File: src/sv/gkc_ram.sv
// Generic single-write, single-read synchronous RAM with registered read data.
// No dependencies.
`default_nettype none
module gkc_ram #(
    parameter int WIDTH = 8,
    parameter int DEPTH = 16
) (
    input  wire logic                     i_clk,
    input  wire logic                     i_we,
    input  wire logic [$clog2(DEPTH)-1:0] i_waddr,
    input  wire logic [WIDTH-1:0]         i_wdata,
    input  wire logic [$clog2(DEPTH)-1:0] i_raddr,
    output logic      [WIDTH-1:0]         o_rdata
);
    logic [WIDTH-1:0] r_mem [DEPTH];

    always_ff @(posedge i_clk) begin
        if (i_we) begin
            r_mem[i_waddr] <= i_wdata;
        end
        o_rdata <= r_mem[i_raddr];
    end
endmodule
`default_nettype wire

File: config.mk
export PLATFORM = sky130hd
export DESIGN_NAME = gkc_ram
export DESIGN_NICKNAME = d
export VERILOG_FILES = /design/src/sv/gkc_ram.sv
export SDC_FILE = /design/constraint.sdc
export NUM_CORES = 1
export LEC_CHECK = 0
export ABC_AREA = 1
export BUFFER_PORTS_ARGS = -buffer_cell sky130_fd_sc_hd__buf_2
export CORE_ASPECT_RATIO = 1.1
export CORE_MARGIN = 2
export CORE_UTILIZATION = 35
export DETAILED_ROUTE_END_ITERATION = 10
export SLEW_MARGIN = 20
export SYNTH_ARGS = -nofsm -noshare
export SYNTH_HDL_FRONTEND = slang
export SYNTH_SLANG_ARGS = --single-unit
File: constraint.sdc
create_clock -name i_clk -period 2.78 [get_ports i_clk]
set_clock_uncertainty 0.1 [all_clocks]
set_input_delay 0.278 -clock i_clk [delete_from_list [all_inputs] [get_ports i_clk]]
set_output_delay 0.278 -clock i_clk [all_outputs]
set_load 0.1 [all_outputs]
## Yosys cells after proc, flatten, opt, wreduce, memory -nomap -nowiden

Memories as Yosys holds them, arrays and structs flattened. A register that Yosys moved wholly into a read port is not among the register bits.
Cells that the tools add are included.

- Flip-flop bits (word level): 0
- RAM bits: 128
- Input port bits: 18
- Memories: 1

Memory list:

| name | depth | bits a word | read ports | clocked after Yosys merged registers in | write ports | line | text |
|---|---|---|---|---|---|---|---|
| r_mem | 16 | 8 | 1 | 1 | 1 | 15 | `logic [WIDTH-1:0] r_mem [DEPTH];` |

- Multiplexer cells: 2

Operator list:

| cell | number |
|---|---|
| 2-to-1 mux 1 bit | 2 |

## Depth between registers and ports, before layout

Gate-level depths: netlist of the first run.

- Depth in word-level cells: 2
- Mapped depth: 8
- Depth with buffers taken out: 7

## Worst setup path after synthesis of the first run

OpenSTA, ideal clock, no wires.

- Kind: input-to-reg
- Start: input port i_waddr[2]
- End: memory r_mem[10][0] (enable)
- Setup time: 0.370 ns
- Data arrival time: 0.859 ns
- Required time: 2.310 ns
- Path slack: 1.451 ns
- Cell stages on the path: 2
- Path buffers: 0
- Cell sequence: nand3b_1 nor2_1

RTL lines:

| item | line | text |
|---|---|---|
| from (decl) | 10 | `input wire logic [$clog2(DEPTH)-1:0] i_waddr,` |
| to (decl) | 15 |  |

Straight into the memory's write port.

## Worst setup path after layout of the first run

- Start: register o_rdata[5], read port of r_mem
- End: output port o_rdata[5]

RTL lines:

| item | line | text |
|---|---|---|
| from (decl) | 13 | `output logic [WIDTH-1:0] o_rdata` |

No word-level cell between the ends.

==> out/metrics.cfg, run 1 <==
[placed_design]
dp_hpwl_mm = 7.80
io_buffers = 25
place_congestion = 0.847

[clocking]
clk_pin_slew_worst_paths_ns = 0.05
cts_buffers = 17
htreeDepth = 4
cts_setup_buffers = 0
cts-root-buf = clkbuf_16
cts_buffer_depth = 2
ctsHoldBuffers = 0
clock_insertion_delay_worst_skew_ns = 0.41
cts_sinks = 136
cts_tree = yes
ctsResizeCount = 0

[timing]
maxSlewViolCount = 0
setup_tns_ns = 0
rsz0062_at_grt = no
setup_viol = 0
tightest_slew_ns = 0.918
hold_violations = 0
period_minus_slack_ns = 1.57
slew_headroom_pct = 38.6
fmax_mhz = 635
hold_ws_ns = 0.131
period_share_pct = 56.6

[route]
via_count = 3730
drt_iter0_markers = 246
drt_pass1_iterations = 4
drt-total-wl_mm = 12.7
final_antenna_net_count = 0
vias_per_cell = 4.72
wl_per_cell_um = 16.0
drc = 0

[synth]
yosysWarnings = 0
ys_ff_latch = 136
syn_area_per_cell_um2 = 10.5
async_flop_share_pct = 0
ys.flop_type = edfxtp_1
yosysTopAreaCell = edfxtp_1
synth.top_cell.area_share_pct = 66.7
synthesis.nets = 569
yosysSeqAreaShare_pct = 69.4
synth_most_common_cell = nand2_1
synth_cells = 551
synth.area.top_cells = edfxtp_1 (67%), nand2_1 (11%), nand3_1 (8.4%)
ys_types = 12
syn-cell-area_mm2 = 0.00577
synth_enable_flop_cells = 128
synth_commonest_cells = nand2_1 (173), edfxtp_1 (128), inv_1 (100)

[setup_path]
cp_max_fo = 1
end_kind = output pin
cp-start-kind = flop
worst-setup-path-type = reg -> out
cp.buffers_inverters = 1
cp.required_ns = 2.40
worstPathArrival_ns = 1.20
path_cells = buf_2
cpPeakStageDelay_ns = 0.44
critical-path-top-delay-family = buffers and inverters
crit_slowest_cell = buf_2

[layout]
final_layout_size_suffix_gt1_share_pct = 9.71
diodes = 0
multi_input_area_mm2 = 0.00121
fillers = 1504
fin_nets = 594
seqCellArea_mm2 = 0.00400
fin_util_pct = 40.7
syn_to_final_growth_pct = 14.8

[floorplanning]
die_w_um = 126
die_area_mm2 = 0.0175
io_pins = 26
start_util_pct = 35.5
coreArea_mm2 = 0.0162
die_h_um = 139
placementRows = 49

[pwr]
internal-power_mw = 3.84
p_leak_nw = 2.83
clkPwrFrac_pct = 45.6
power_switching_mw = 1.08
power_frac_seq_pct = 47.0
powerDensity_mw_per_mm2 = 742
switching_share_pct = 21.9
irDropWorstVdd_uv = 383
pwr-share-comb_pct = 7.4
power_mw = 4.91

[grt]
grt_pass1_vias = 3765
antenna_found_initial = 0
grt_overflow = 0
grt_max_degree = 65
grt_pass1_wl_mm = 20.2
grt_util_all_layers_pct = 15.3

[status]
status = complete, no violations

[hold_path]
hold_class = in -> reg

[flow_run]
max_cap_violations = 0

-- layout by cell type, fill, tap and decap left out, drive strengths merged --
master and count:
clkinv 8, inv 102, nand2 173, clkinvlp 1, nand3 97, clkbuf 17
edfxtp 128, bufinv 4, nor2 17, dfxtp 8, buf 30, nand3b 2
-- cell type report --
cell class                 count  share of cell area [%]
tap                          204                    3.86
sequential                   136                    60.5
multi-input combinational    289                    18.3
timing repair buffer          30                    2.65
clock inverter                13                    2.44
clock buffer                  17                    6.43
inverter                     102                    5.79
-- cell families after synthesis --
| kind of cell | synth area share [%] |
|---|---|
| buffers and inverters | 9.52 |
| AND/OR/NAND/NOR | 21.0 |
| flip-flops | 69.4 |
-- final timing paths --
kind	start	end	slack [ns]	depth (start not counted)
min reg2reg	r_mem[12][2]$_DFFE_PP_	o_rdata[2]$_DFF_P_	0.57	6
max	o_rdata[5]$_DFF_P_	o_rdata[5]	1.21	1
max reg2reg	r_mem[1][2]$_DFFE_PP_	o_rdata[2]$_DFF_P_	1.63	6
min	i_raddr[3]	o_rdata[1]$_DFF_P_	0.13	3
-- power by group through the flow --
stage,clock network (mW),registers (mW),logic [mW]
2_1_floorplan,0,2.44,0.162
3_3_place_gp,0,2.35,0.365
3_5_place_dp,0,2.35,0.367
5_1_grt,2.37,2.31,0.399
6_report,2.24,2.31,0.365
4_1_cts,2.27,2.31,0.368
-- registers in the layout, summed over array words and instances, names as in the netlist --
register and flops:
o_rdata 8, r_mem 128
-- per-layer routing --
layer / vias to the layer above / GRT usage, % / share of wire [%]
li1: 1826 / - / -
met2: 109 / 25.9 / 51
met5: - / 0 / 0
met3: 15 / 3.43 / 5.1
met1: 1780 / 18.9 / 42
met4: 0 / 6.65 / 2.0
-- worst min-delay path: cells and delay by family --
family / cells / cell delay, ns
simple gates: 2 / 0.14
buf+inv: 1 / 0.17
-- through the flow --
step           cells  instance area, um^2  setup slack (ns)
2_1_floorplan    551                 5770              1.45
3_3_place_gp     761                 6030              1.01
3_5_place_dp     761                 6030             0.947
4_1_cts          791                 6620              1.16
5_1_grt          791                 6620              1.17
6_report         791                 6620              1.21
Power figures use the tool's default switching activity.
==> inputs of run 2 (changes only) <==
ABC_AREA = 0   (was 1)
clock period = 1.4 ns   (was 2.78 ns; I/O delays follow)
==> out/metrics.cfg, run 2 <==
[synth]
yosysTopAreaCell = edfxtp_1
yosysWarnings = 0
ys_types = 19
synth_most_common_cell = edfxtp_1
synth_commonest_cells = edfxtp_1 (128), mux4_2 (18), a22oi_1 (16)
syn_area_per_cell_um2 = 22.5
syn-cell-area_mm2 = 0.00515
synth_enable_flop_cells = 128
synth.area.top_cells = edfxtp_1 (75%), mux4_2 (7.9%), mux4_1 (7.1%)
synthesis.nets = 247
yosysSeqAreaShare_pct = 77.8
ys.flop_type = edfxtp_1
ys_ff_latch = 136
synth.top_cell.area_share_pct = 74.7
async_flop_share_pct = 0
synth_cells = 229

[grt]
antenna_found_initial = 0
grt_pass1_wl_mm = 15.7
grt_overflow = 0
grt_pass1_vias = 2618
grt_max_degree = 22
grt_util_all_layers_pct = 14.1

[placed_design]
place_congestion = 0.707
dpl.cell_count = 463
dp_hpwl_mm = 6.46
placed_area_mm2 = 0.00571
io_buffers = 25

[route]
drt_iter0_markers = 131
drt_pass1_iterations = 4
via_count = 2493
wl_per_cell_um = 20.4
final_antenna_net_count = 0
drt-total-wl_mm = 10.1
vias_per_cell = 5.02
drc = 0

[timing]
hold_violations = 0
slew_headroom_pct = 34.0
setup_viol = 0
rsz0062_at_grt = yes
setup_tns_ns = 0
period_minus_slack_ns = 1.38
period_share_pct = 98.7
fmax_mhz = 724
tightest_slew_ns = 0.989
maxSlewViolCount = 0
hold_ws_ns = 0.0129

[layout]
diodes = 0
fin_cells = 497
layout_common_cells = edfxtp_1 (128), buf_4 (28), mux4_2 (24)
layout_commonest_cell = edfxtp_1
fin_nets = 310
largest-register = r_mem
largestRegisters = r_mem x128, o_rdata x8
final_layout_size_suffix_gt1_share_pct = 37.4
syn_to_final_growth_pct = 22.7
final_cell_area_mm2 = 0.00632
largest_reg_flops = 128

[floorplanning]
die_area_mm2 = 0.0157
coreArea_mm2 = 0.0144
io_pins = 26
die_h_um = 131
start_util_pct = 35.8
die_w_um = 120
placementRows = 46

[clocking]
clock_insertion_delay_worst_skew_ns = 0.42
cts_tree = yes
cts_buffer_depth = 2
cts-root-buf = clkbuf_16
htreeDepth = 4
cts_buffers = 17
clk_pin_slew_worst_paths_ns = 0.06
cts_setup_buffers = 0
cts_sinks = 136

[setup_path]
cp-start-kind = flop
cp.required_ns = 1.60
cp_max_fo = 1
worst-setup-path-type = reg -> reg
worstPathArrival_ns = 1.59
r2r_cells = 3
end_kind = flop
path_cells = mux4_2 -> a22oi_2 -> nand2_1
cpPeakStageDelay_ns = 0.48
rrSetupSlack_ns = 0.02
r2r_start = r_mem[3][1]$_DFFE_PP_
crit_slowest_cell = mux4_2
timing.rr.end = o_rdata[1]$_DFF_P_

[status]
status = complete, no violations

[hold_path]
hold_end = r_mem[9][1]$_DFFE_PP_
hp-start = i_wdata[1]
hold_class = in -> reg
min_delay_path_depth = 1

[flow_run]
max_cap_violations = 0

[pwr]
irDropWorstVdd_uv = 619
powerDensity_mw_per_mm2 = 1480
p_leak_nw = 2.12

run 2: final cells by class:
type / count / area (um^2)
clock buffer: 28 / 497
clock inverter: 4 / 43.8
fill: 1280 / 8070
multi-input combinational: 83 / 1100
sequential: 136 / 4000
tap: 192 / 240
timing repair buffer: 54 / 428
run 2: per-layer routing:
metal	vias up	routed length, um	GRT usage (%)
met4	0	125	5.49
met3	9	372	4.43
li1	1097	-	-
met1	1333	4660	19.2
met5	-	0	0
met2	54	4980	21.2
run 2: per-stage QoR:
stage	power, mW	setup slack (ns)	utilization, %
after floorplan	5.09	-0.106	-
after global placement	5.31	-0.309	39.7
after detailed placement	5.32	-0.317	39.7
after CTS	9.45	0.0000658	43.8
after global routing	9.69	-0.0331	43.9
final	9.35	0.0179	43.9
run 2: worst max-delay path by stage:
stage	from	end	slack, ns
after floorplan	i_waddr[2]	r_mem[3][0]$_DFFE_PP_	-0.11
after global placement	i_raddr[0]	o_rdata[3]$_DFF_P_	-0.31
after detailed placement	i_raddr[0]	o_rdata[1]$_DFF_P_	-0.32
after CTS	r_mem[8][3]$_DFFE_PP_	o_rdata[3]$_DFF_P_	0.00007
after global routing	r_mem[2][2]$_DFFE_PP_	o_rdata[2]$_DFF_P_	-0.03
final	r_mem[3][1]$_DFFE_PP_	o_rdata[1]$_DFF_P_	0.02
run 2: logic make-up after synthesis:
kind of cell | after synthesis | share of synthesized area (%)
buffers and inverters | 10 | 1.68
AO/OA/AOI/OAI | 16 | 2.33
flip-flops | 136 | 77.8
AND/OR/NAND/NOR | 35 | 3.18
multiplexers | 32 | 15.0
run 2: critical path, delay by kind of cell (launching register included):
kind / cells / cell delay, ns
AO/OA/AOI/OAI: 1 / 0.25
flip-flops: 1 / 0.36
AND/OR/NAND/NOR: 1 / 0.07
multiplexers: 1 / 0.48
run 2: what timing repair did:
item | 4_1_cts | 5_1_grt
hold endpoints to repair | 19 | 0
pin swaps | 3 | 5
hold buffers | 2 | 0
setup endpoints to repair | 11 | 9
resized for setup | 13 | 11
run 2: power by group:
part           switching [mW]  internal (mW)  leakage, nW
Clock                    1.50           2.57        0.264
Combinational           0.450          0.236        0.629
Sequential             0.0308           4.56         1.22
Total                    1.99           7.36         2.12
==> inputs of run 3 (changes only) <==
clock period = 1.8 ns   (was 1.4 ns; I/O delays follow)
==> out/metrics.cfg, run 3 (synthesized netlist as in run 2, its figures left out) <==
[layout]
final_cell_area_mm2 = 0.00620
final_layout_size_suffix_gt1_share_pct = 32.3
fillers = 1292
seqCellArea_mm2 = 0.00400
fin_util_pct = 43.1
multi_input_area_mm2 = 0.00106
largest_reg_flops = 128
largest-register = r_mem
syn_to_final_growth_pct = 20.5
largestRegisters = r_mem x128, o_rdata x8
layout_commonest_cell = edfxtp_1
fin_nets = 302
diodes = 0
layout_common_cells = edfxtp_1 (128), buf_2 (25), buf_4 (19)

[flow_run]
max_cap_violations = 0

[hold_path]
hold_class = in -> reg
hp-start = i_wdata[7]

[clocking]
cts-root-buf = clkbuf_16
cts_buffer_depth = 2
cts_tree = yes
cts_setup_buffers = 0
htreeDepth = 4
cts_buffers = 17
cts_sinks = 136
ctsResizeCount = 0
ctsHoldBuffers = 0
clock_insertion_delay_worst_skew_ns = 0.42
clk_pin_slew_worst_paths_ns = 0.06

[route]
drt_iter0_markers = 148
final_antenna_net_count = 0
drt-total-wl_mm = 10.2
vias_per_cell = 4.90
drc = 0
wl_per_cell_um = 20.9
via_count = 2397
drt_pass1_iterations = 4

[floorplanning]
die_area_mm2 = 0.0157
coreArea_mm2 = 0.0144
die_h_um = 131
placementRows = 46
io_pins = 26
start_util_pct = 35.8
die_w_um = 120

[pwr]
pwr-share-comb_pct = 6.5
switching_share_pct = 21.7
internal-power_mw = 5.83
power_switching_mw = 1.62
powerDensity_mw_per_mm2 = 1200
p_leak_nw = 2.10
irDropWorstVdd_uv = 549
power_frac_seq_pct = 47.9
clkPwrFrac_pct = 45.6

[setup_path]
cp.buffers_inverters = 1
worst-setup-path-type = reg -> out
r2r_start = r_mem[15][6]$_DFFE_PP_
crit_start = o_rdata[7]$_DFF_P_
end_kind = output pin
path_cells = buf_2
crit_slowest_cell = buf_2
cp_max_fo = 1
worstPathArrival_ns = 1.26
cp-start-kind = flop
critical-path-top-delay-family = buffers and inverters
cp.required_ns = 1.52
cpPeakStageDelay_ns = 0.45

[timing]
hold_ws_ns = 0.0518
tightest_slew_ns = 0.501
period_minus_slack_ns = 1.54
rsz0062_at_grt = no
period_share_pct = 85.5
setup_tns_ns = 0
slew_headroom_pct = 66.8
setup_viol = 0
fmax_mhz = 650
maxSlewViolCount = 0
hold_violations = 0

[placed_design]
dp_hpwl_mm = 6.41
placed_area_mm2 = 0.00561
io_buffers = 25
place_congestion = 0.710

[status]
status = complete, no violations

[grt]
antenna_found_initial = 0
grt_pass1_vias = 2592
grt_max_degree = 33
grt_util_all_layers_pct = 14.3
grt_overflow = 0
grt_pass1_wl_mm = 15.9

==> run 3: cell count changes in the layout (fill, tap and decap cells not counted), sizes merged <==
cell         delta
buf             -5
bufinv          +1
clkbuf          -8
clkinv          +2
clkinvlp        +4
dlygate4sd3     -2
==> run 3: power by group through the flow <==
stage | Combinational, mW | Sequential [mW] | Clock, mW
after floorplan | 0.180 | 3.78 | 0
after CTS | 0.495 | 3.57 | 3.47
final | 0.485 | 3.56 | 3.40
after global routing | 0.517 | 3.57 | 3.62
after global placement | 0.483 | 3.63 | 0
after detailed placement | 0.494 | 3.63 | 0
==> run 3: cell type report <==
type,count,share of cell area (%)
clock buffers,21,7.59
flip-flops and latches,136,64.6
multi-input cells,83,17.0
repair buffers,46,4.96
clock inverters,11,1.98
well taps,192,3.87
==> run 3: path summary, 6_finish.rpt <==
check	end	slack [ns]	depth (start not counted)
max	o_rdata[7]	0.26	1
min	r_mem[0][7]$_DFFE_PP_	0.05	1
max reg2reg	o_rdata[6]$_DFF_P_	0.36	3
min reg2reg	o_rdata[2]$_DFF_P_	0.59	3
==> run 3: per-layer routing <==
layer / GRT usage [%] / wire length [um] / vias up / share of wire [%]
li1: - / - / 1085 / -
met1: 18.7 / 4490 / 1241 / 44
met2: 22.4 / 5070 / 58 / 50
met3: 4.43 / 526 / 13 / 5.2
met4: 5.29 / 122 / 0 / 1.2
met5: 0 / 0 / - / 0
==> run 3: metrics by stage <==
step,cells,power [mW],setup WS [ns]
4_1_cts,489,7.53,0.231
6_report,489,7.45,0.261
2_1_floorplan,229,3.96,0.0271
3_3_place_gp,457,4.11,0.0960
5_1_grt,489,7.71,0.219
3_5_place_dp,457,4.13,0.0526
